[config.mk]
export PLATFORM = sky130hd
export DESIGN_NAME = priority_resource_allocator_timeout
export DESIGN_NICKNAME = d
export VERILOG_FILES = /design/src/sv/pra_pkg.sv /design/src/sv/pra_datapath.sv /design/src/sv/pra_controller.sv /design/src/sv/priority_resource_allocator_timeout.sv
export SDC_FILE = /design/constraint.sdc
export NUM_CORES = 1
export LEC_CHECK = 0
export BUFFER_PORTS_ARGS = -buffer_cell sky130_fd_sc_hd__buf_4
export CAP_MARGIN = 0
export CORE_AREA = 5 5 168 170
export CTS_BUF_LIST = sky130_fd_sc_hd__clkbuf_4 sky130_fd_sc_hd__clkbuf_8 sky130_fd_sc_hd__clkbuf_16
export CTS_CLUSTER_SIZE = 30
export DETAILED_ROUTE_END_ITERATION = 12
export DIE_AREA = 0 0 173 175
export GPL_TIMING_DRIVEN = 1
export HOLD_SLACK_MARGIN = 0.05
export PLACE_DENSITY = 0.71
export SLEW_MARGIN = 10
export SYNTH_ARGS = -nofsm -noshare
export SYNTH_HDL_FRONTEND = slang
export SYNTH_SLANG_ARGS = --single-unit
[constraint.sdc]
create_clock -name clk -period 16.1 [get_ports clk]
set_input_delay 1.61 -clock clk [delete_from_list [all_inputs] [get_ports clk]]
set_output_delay 1.61 -clock clk [all_outputs]
set_load 0.05 [all_outputs]
[src/sv/pra_pkg.sv]
// shared constants, codes, command/status structs and encoder functions of the allocator
`default_nettype none
package pra_pkg;

    localparam int RESOURCES = 9;
    localparam int CLIENTS   = 16;

    localparam int RIDX_W = (RESOURCES > 1) ? $clog2(RESOURCES) : 1;
    localparam int CIDX_W = (CLIENTS > 1) ? $clog2(CLIENTS) : 1;

    localparam int MODE_W    = 2;
    localparam int CLIENT_W  = 4;
    localparam int TICKS_W   = 16;
    localparam int RES_W     = 4;
    localparam int GRANTED_W = 4;
    localparam int STATUS_W  = 3;

    typedef enum logic [MODE_W-1:0] {
        MODE_REQUEST = 2'd0,
        MODE_RELEASE = 2'd1,
        MODE_TICK    = 2'd2
    } mode_t;

    typedef enum logic [STATUS_W-1:0] {
        ST_GRANTED     = 3'd0,
        ST_BLOCKED     = 3'd1,
        ST_TIMED_OUT   = 3'd2,
        ST_FREED       = 3'd3,
        ST_BAD_RELEASE = 3'd4,
        ST_DUP_WAIT    = 3'd5
    } status_t;

    typedef enum logic [1:0] {
        S_IDLE,
        S_WALK,
        S_EMIT
    } ctrl_state_t;

    // commands from controller to datapath
    typedef struct packed {
        logic do_req;
        logic do_rel;
        logic tick_start;
        logic walk_step;
        logic emit_one;
    } pra_cmd_t;

    // status from datapath to controller
    typedef struct packed {
        logic out_free;
        logic walk_last;
        logic mask_any;
        logic mask_last;
    } pra_stat_t;

    // index of lowest clear bit in the busy map
    function automatic logic [RIDX_W-1:0] low_free_res(input logic [RESOURCES-1:0] busy);
        logic [RIDX_W-1:0] idx;
        idx = '0;
        for (int i = RESOURCES - 1; i >= 0; i--) begin
            if (!busy[i]) begin
                idx = RIDX_W'(i);
            end
        end
        return idx;
    endfunction

    // index of lowest set bit in a per-client vector
    function automatic logic [CIDX_W-1:0] low_client(input logic [CLIENTS-1:0] vec);
        logic [CIDX_W-1:0] idx;
        idx = '0;
        for (int i = CLIENTS - 1; i >= 0; i--) begin
            if (vec[i]) begin
                idx = CIDX_W'(i);
            end
        end
        return idx;
    endfunction

endpackage
`default_nettype wire

[src/sv/pra_datapath.sv]
// allocator datapath: busy map, wait flags, tick counters, timeout mask, output register
`default_nettype none
module pra_datapath
    import pra_pkg::*;
(
    input  wire logic                 clk,
    input  wire logic                 rst_n,
    input  wire pra_cmd_t             cmd,
    output pra_stat_t                 stat,
    input  wire logic [CLIENT_W-1:0]  client,
    input  wire logic [TICKS_W-1:0]   timeout_ticks,
    input  wire logic [RES_W-1:0]     resource,
    output logic                      out_valid,
    input  wire logic                 out_ready,
    output logic [CLIENT_W-1:0]       client_out,
    output logic [GRANTED_W-1:0]      granted,
    output logic [STATUS_W-1:0]       status,
    output logic                      last
);

    logic [RESOURCES-1:0] busy_reg, busy_next;
    logic [CLIENTS-1:0]   wait_reg, wait_next;
    logic [CLIENTS-1:0]   mask_reg, mask_next;
    logic [TICKS_W-1:0]   ticks_reg [CLIENTS];
    logic [CIDX_W-1:0]    idx_reg, idx_next;

    logic                 out_valid_reg, out_valid_next;
    logic [CLIENT_W-1:0]  client_out_reg, client_out_next;
    logic [GRANTED_W-1:0] granted_reg, granted_next;
    logic [STATUS_W-1:0]  status_reg, status_next;
    logic                 last_reg, last_next;

    logic [CIDX_W-1:0]    req_idx;
    logic                 req_in_range;
    logic                 res_any_free;
    logic [RIDX_W-1:0]    res_free_idx;
    logic                 rel_ok;
    logic [RIDX_W-1:0]    rel_idx;
    logic                 any_waiter;
    logic [CIDX_W-1:0]    waiter_idx;
    logic [TICKS_W-1:0]   walk_ticks;
    logic                 walk_waiting;
    logic                 walk_expire;
    logic [CIDX_W-1:0]    mask_idx;
    logic [CLIENTS-1:0]   mask_rest;
    logic                 load;

    // request and release decode
    assign req_idx      = CIDX_W'(client);
    assign req_in_range = 32'(client) < CLIENTS;
    assign res_any_free = ~&busy_reg;
    assign res_free_idx = low_free_res(busy_reg);
    assign rel_idx      = RIDX_W'(resource - RES_W'(1));
    assign rel_ok       = (resource != '0) && (32'(resource) <= RESOURCES) && busy_reg[rel_idx];
    assign any_waiter   = |wait_reg;
    assign waiter_idx   = low_client(wait_reg);

    // tick walk over one client per cycle
    assign walk_ticks   = ticks_reg[idx_reg];
    assign walk_waiting = wait_reg[idx_reg];
    assign walk_expire  = walk_waiting && (walk_ticks <= TICKS_W'(1));

    // timed-out clients pending report
    assign mask_idx  = low_client(mask_reg);
    assign mask_rest = mask_reg & ~(CLIENTS'(1) << mask_idx);

    assign stat.out_free  = !out_valid_reg || out_ready;
    assign stat.walk_last = idx_reg == CIDX_W'(CLIENTS - 1);
    assign stat.mask_any  = |mask_reg;
    assign stat.mask_last = mask_rest == '0;

    // next state of allocator state and output register
    always_comb
    begin
        busy_next       = busy_reg;
        wait_next       = wait_reg;
        mask_next       = mask_reg;
        idx_next        = idx_reg;
        load            = 1'b0;
        client_out_next = client_out_reg;
        granted_next    = granted_reg;
        status_next     = status_reg;
        last_next       = last_reg;

        if (cmd.do_req && req_in_range) begin
            load            = 1'b1;
            client_out_next = client;
            granted_next    = '0;
            last_next       = 1'b1;
            if (wait_reg[req_idx]) begin
                status_next = ST_DUP_WAIT;
            end
            else if (res_any_free) begin
                busy_next[res_free_idx] = 1'b1;
                granted_next = GRANTED_W'(32'(res_free_idx) + 1);
                status_next  = ST_GRANTED;
            end
            else if (timeout_ticks == '0) begin
                status_next = ST_TIMED_OUT;
            end
            else begin
                wait_next[req_idx] = 1'b1;
                status_next = ST_BLOCKED;
            end
        end

        if (cmd.do_rel) begin
            load            = 1'b1;
            client_out_next = '0;
            granted_next    = '0;
            last_next       = 1'b1;
            if (!rel_ok) begin
                status_next = ST_BAD_RELEASE;
            end
            else if (any_waiter) begin
                wait_next[waiter_idx] = 1'b0;
                client_out_next = CLIENT_W'(waiter_idx);
                granted_next    = GRANTED_W'(resource);
                status_next     = ST_GRANTED;
            end
            else begin
                busy_next[rel_idx] = 1'b0;
                status_next = ST_FREED;
            end
        end

        if (cmd.tick_start) begin
            idx_next  = '0;
            mask_next = '0;
        end

        if (cmd.walk_step) begin
            idx_next = idx_reg + CIDX_W'(1);
            if (walk_expire) begin
                wait_next[idx_reg] = 1'b0;
                mask_next[idx_reg] = 1'b1;
            end
        end

        if (cmd.emit_one) begin
            load            = 1'b1;
            mask_next       = mask_rest;
            client_out_next = CLIENT_W'(mask_idx);
            granted_next    = '0;
            status_next     = ST_TIMED_OUT;
            last_next       = mask_rest == '0;
        end

        if (load) begin
            out_valid_next = 1'b1;
        end
        else if (out_ready) begin
            out_valid_next = 1'b0;
        end
        else begin
            out_valid_next = out_valid_reg;
        end
    end

    // control registers
    always_ff @(posedge clk or negedge rst_n)
    begin
        if (!rst_n) begin
            busy_reg      <= '0;
            wait_reg      <= '0;
            mask_reg      <= '0;
            idx_reg       <= '0;
            out_valid_reg <= 1'b0;
        end
        else begin
            busy_reg      <= busy_next;
            wait_reg      <= wait_next;
            mask_reg      <= mask_next;
            idx_reg       <= idx_next;
            out_valid_reg <= out_valid_next;
        end
    end

    // payload registers
    always_ff @(posedge clk)
    begin
        client_out_reg <= client_out_next;
        granted_reg    <= granted_next;
        status_reg     <= status_next;
        last_reg       <= last_next;
        if (cmd.do_req && req_in_range && !wait_reg[req_idx] && !res_any_free) begin
            ticks_reg[req_idx] <= timeout_ticks;
        end
        if (cmd.walk_step && walk_waiting && (walk_ticks != '0)) begin
            ticks_reg[idx_reg] <= walk_ticks - TICKS_W'(1);
        end
    end

    assign out_valid  = out_valid_reg;
    assign client_out = client_out_reg;
    assign granted    = granted_reg;
    assign status     = status_reg;
    assign last       = last_reg;

endmodule
`default_nettype wire

[src/sv/pra_controller.sv]
// allocator controller: sequences accept, tick walk and timeout reporting
`default_nettype none
module pra_controller
    import pra_pkg::*;
(
    input  wire logic              clk,
    input  wire logic              rst_n,
    input  wire logic              in_valid,
    output logic                   in_ready,
    input  wire logic [MODE_W-1:0] mode,
    input  wire pra_stat_t         stat,
    output pra_cmd_t               cmd
);

    ctrl_state_t state_reg, state_next;

    // state register
    always_ff @(posedge clk or negedge rst_n)
    begin
        if (!rst_n) begin
            state_reg <= S_IDLE;
        end
        else begin
            state_reg <= state_next;
        end
    end

    // next state and commands
    always_comb
    begin
        state_next = state_reg;
        cmd        = '0;
        in_ready   = 1'b0;
        unique case (state_reg)
            S_IDLE:
            begin
                in_ready = stat.out_free;
                if (in_valid && stat.out_free) begin
                    unique case (mode)
                        MODE_REQUEST: cmd.do_req = 1'b1;
                        MODE_RELEASE: cmd.do_rel = 1'b1;
                        MODE_TICK:
                        begin
                            cmd.tick_start = 1'b1;
                            state_next     = S_WALK;
                        end
                        default: ;
                    endcase
                end
            end
            S_WALK:
            begin
                cmd.walk_step = 1'b1;
                if (stat.walk_last) begin
                    state_next = S_EMIT;
                end
            end
            S_EMIT:
            begin
                if (!stat.mask_any) begin
                    state_next = S_IDLE;
                end
                else if (stat.out_free) begin
                    cmd.emit_one = 1'b1;
                    if (stat.mask_last) begin
                        state_next = S_IDLE;
                    end
                end
            end
            default: state_next = S_IDLE;
        endcase
    end

endmodule
`default_nettype wire

[src/sv/priority_resource_allocator_timeout.sv]
// Request and release: the result is registered at the accepting edge;
// while results are taken at once, one such transaction is accepted every cycle.
// A tick walks the counters of all CLIENTS clients (16 here) one per cycle, then enters the report state
// and reports timed-out clients one per cycle while the output is taken;
// no new input is accepted until the tick has reported its last timed-out client.
// Reset (asynchronous, active low): all resources free, no client waiting, output empty.
`default_nettype none
module priority_resource_allocator_timeout
    import pra_pkg::*;
(
    input  wire logic                 clk,
    input  wire logic                 rst_n,
    input  wire logic                 in_valid,
    output logic                      in_ready,
    input  wire logic [MODE_W-1:0]    mode,
    input  wire logic [CLIENT_W-1:0]  client,
    input  wire logic [TICKS_W-1:0]   timeout_ticks,
    input  wire logic [RES_W-1:0]     resource,
    output logic                      out_valid,
    input  wire logic                 out_ready,
    output logic [CLIENT_W-1:0]       client_out,
    output logic [GRANTED_W-1:0]      granted,
    output logic [STATUS_W-1:0]       status,
    output logic                      last
);

    pra_cmd_t  cmd;
    pra_stat_t stat;

    // sequencing
    pra_controller u_ctrl (
        .clk      (clk),
        .rst_n    (rst_n),
        .in_valid (in_valid),
        .in_ready (in_ready),
        .mode     (mode),
        .stat     (stat),
        .cmd      (cmd)
    );

    // allocator state and results
    pra_datapath u_dp (
        .clk           (clk),
        .rst_n         (rst_n),
        .cmd           (cmd),
        .stat          (stat),
        .client        (client),
        .timeout_ticks (timeout_ticks),
        .resource      (resource),
        .out_valid     (out_valid),
        .out_ready     (out_ready),
        .client_out    (client_out),
        .granted       (granted),
        .status        (status),
        .last          (last)
    );

endmodule
`default_nettype wire

==> impl_results.md <==
- Count of flip-flops with a built-in enable after synthesis: 261
- CTS tree: done
- Final sum of negative setup slack: 0 ns
- Maximum level of the CTS H-tree: 2
- Final Max Tran Viols: 0
- Detailed-route vias per instance: 6.474
- Post-synth ARST share: roughly 15%
- Max-cap violations: 0
- Setup Fix Bufs, Post-CTS: 0
- Per-cell routed wire length: about 25 um
- # clock sinks: 316
- Largest voltage drop on the vdd net: 0.0001003 V
- Worst setup skew after layout: 0.02779 ns
- Count of nets left with antenna violations after detail routing: 0
- Max Root-Sink Buffers: 3
- Area growth from synthesis to final layout: 12.92%
- CTS clk-pin slew, worst paths: roughly 0.06 ns
- Standard-cell row count: 60
- Fraction of layout instances using a drive strength above 1: between 20% and 30%
- Busiest layer in global routing: met2
- Global-route wire length before repair: between 50,000 and 60,000 um
- Largest cells by area after synthesis: edfxtp_1 (55%), mux4_2 (12%), dfrtp_1 (8.4%)
- Setup slack at placement: 9.907 ns
- Clock Latency Late Sink: 0.52 ns
- Cells on worst reg2reg path: 9
- Number of global-route vias before repair: 8,980
- Final count of hold timing violations: 0
- Number of I/O pins: 44
- Critical Path Source Type: flip-flop
- Multi-input gate area in the final layout: 0.004903 sq mm
- Most used flip-flop cell after synthesis: edfxtp_1
- Highest net fanout along the worst path: 44
- Met3 Use GR: 5.560%
- Resize count post-CTS: 0
- Total clock buffers created by CTS: 34
- Total of fill cells in the finished design: 2,021
- Library cells used by synthesis: 70
- Pleak: about 0.0056 uW
- Met1 global-route usage: a little under a third
- Number of antenna violations at the first check in global routing: 0
- Final period util: 38.14%
- Total number of yosys warnings: 0
- Placed cell count: 1,324
- Max Freq: 162.8 MHz
- Library cell with the highest instance count after synthesis: edfxtp_1
- Drt drc: 0
- Post-layout instance count excluding filler cells: 1,385
- Clock period minus final worst setup slack: 6.141 ns
- Result of the run: finished clean
- Cell depth of the worst min-delay path: 2
- Count of state elements after synthesis: 316
- Worst Hold Class: flip-flop to flip-flop
- Overall power after layout: 2604 uW
- Slack of the worst reg-to-reg path: 9.96 ns
- Antenna diode count: 0
- Required time reported for the critical path endpoint: 16.21 ns
- Worst hold endpoint: u_dp.status[0]
- Area of the mapped netlist: approximately 0.014 sq mm
- Net count of the mapped netlist: 1,015
- Final weighted congestion in routability-driven placement: 0.9952
- Total of buffers placed on input and output ports: 43
- Finished layout cell area: 0.01615 sq mm
- Launch instance of the worst register-to-register path: u_dp.idx_reg[0]
- Die width: 173 um
- CP endpoint kind: flip-flop
- Count of hold buffers inserted by post-cts repair: 0
- Critical Setup Path Class: flip-flop to flip-flop
- Total overflow reported by the global router: 0
- Tot GR Track Use: 22.93%
- Core Footprint: 0.02658 sq mm
- Synthesized instance count: 971
- Half-perimeter wire length of the detailed placement result: approximately 23,000 um
- Root buffer cell: clkbuf_16
- FF+latch area: 0.009186 sq mm
- Relative slew margins: 24.23%
- Placement Cell Area: 0.01501 sq mm
- Hold path startpoint: u_dp.status[0]
- Arr. time, crit path: 6.25 ns
- Met2 GRT Util: a little over a third
- Actual transition at the worst max-transition pin: ~1.1 ns
- Most area-hungry cell type in the Yosys netlist: edfxtp_1
- Final WS setup: 9.959 ns
- First-pass detailed-route iteration total: 5
- Die Outline Area: about 0.03 sq mm
- Post-synth top area share: roughly 55%
- Maximum number of pins on one net before global-route repair: 50
- Routed Wire Length: 34,320 um
- Largest register FFs: 256
- Critical R2R Capture: u_dp.ticks_reg[15][10]
- Areal power density over the cells: 161.2 mW/mm^2
- Commonest cells in the netlist: edfxtp_1 (261), nand2_1 (84), mux4_2 (77)
- Avg Synthesized Cell Area: 14.73 sq um
- Layout Nets: approximately 1,100
- Vias: 8,966
- Fraction of the yosys area taken by sequential cells: 64.17%
- Die height: 175 um
- Violation count after the first detailed-routing iteration: 960
- Final number of setup-violating endpoints: 0
- Initial core utilization: ~54%
- RSZ-0062 raised after global routing: no
[worst max path at each step]
stage / startpoint / end / slack (ns) / depth (start not counted)
2_1_floorplan: u_dp.idx_reg[0] / u_dp.ticks_reg[13][0] / 10.69 / 14
3_3_place_gp: u_dp.idx_reg[0] / u_dp.ticks_reg[15][11] / 10.03 / 9
3_5_place_dp: u_dp.idx_reg[0] / u_dp.ticks_reg[15][11] / 9.91 / 9
4_1_cts: u_dp.idx_reg[0] / u_dp.ticks_reg[15][10] / 9.90 / 9
5_1_grt: u_dp.idx_reg[0] / u_dp.ticks_reg[15][10] / 9.48 / 10
6_report: u_dp.idx_reg[0] / u_dp.ticks_reg[15][10] / 9.96 / 9
[layout make-up]
class	instances	share of cell area [%]
inverters	20	0.4648
flip-flops and latches	316	56.88
clock buffers	42	5.748
multi-input cells	591	30.36
well taps	341	2.642
repair buffers	56	2.603
clock inverters	19	1.309
[power breakdown]
group,leakage (uW),total (uW),switching [uW],internal [uW]
Clock,0.000573,784,308,476
Combinational,0.00194,809,475,334
Sequential,0.00304,1010,88.8,923
Total,0.00555,2600,871,1730
[kinds of logic after synthesis]
family,synth area share (%)
buffers and inverters,1.968
adders and majority gates,1.225
DFF,64.17
AOI/OAI and AO/OA,9.876
xor gates and xnor gates,1.041
muxes,12.80
and+or+nand+nor,8.922
[placed cells by master, fill, tap and decap left out, types with 18 or more instances in the layout]
cell type,n
inv_1,20
a22oi_1,30
nand2_1,84
dfrtp_1,46
o21ai_0,32
a21oi_1,45
nor2_1,48
clkbuf_16,35
mux4_2,77
edfxtp_1,261
nor3_1,18
buf_4,56
[worst max-delay path: stages (launching register included)]
cell and delay (ns):
dfrtp_4 0.80, buf_4 0.74, mux4_2 0.62, a22oi_1 0.27
nand2_1 0.15, or4_4 0.59, or4_4 0.59, o31ai_4 0.68
mux2_2 0.47, nor2_2 0.78
[through the flow]
step	hold slack, ns	util (%)
floorplan	0.5218	-
global placement	0.4471	56.47
detailed placement	0.4522	56.47
CTS	0.4607	60.76
global route	0.4892	60.78
finish	0.4542	60.78
[layer usage]
layer	vias up	wire length [um]	part of all wire, %
met2	447	16030	47
met4	0	1216	3.5
met3	85	3230	9.4
li1	3977	-	-
met1	4457	13850	40
met5	-	0	0
(Power assumes the default switching activity.)
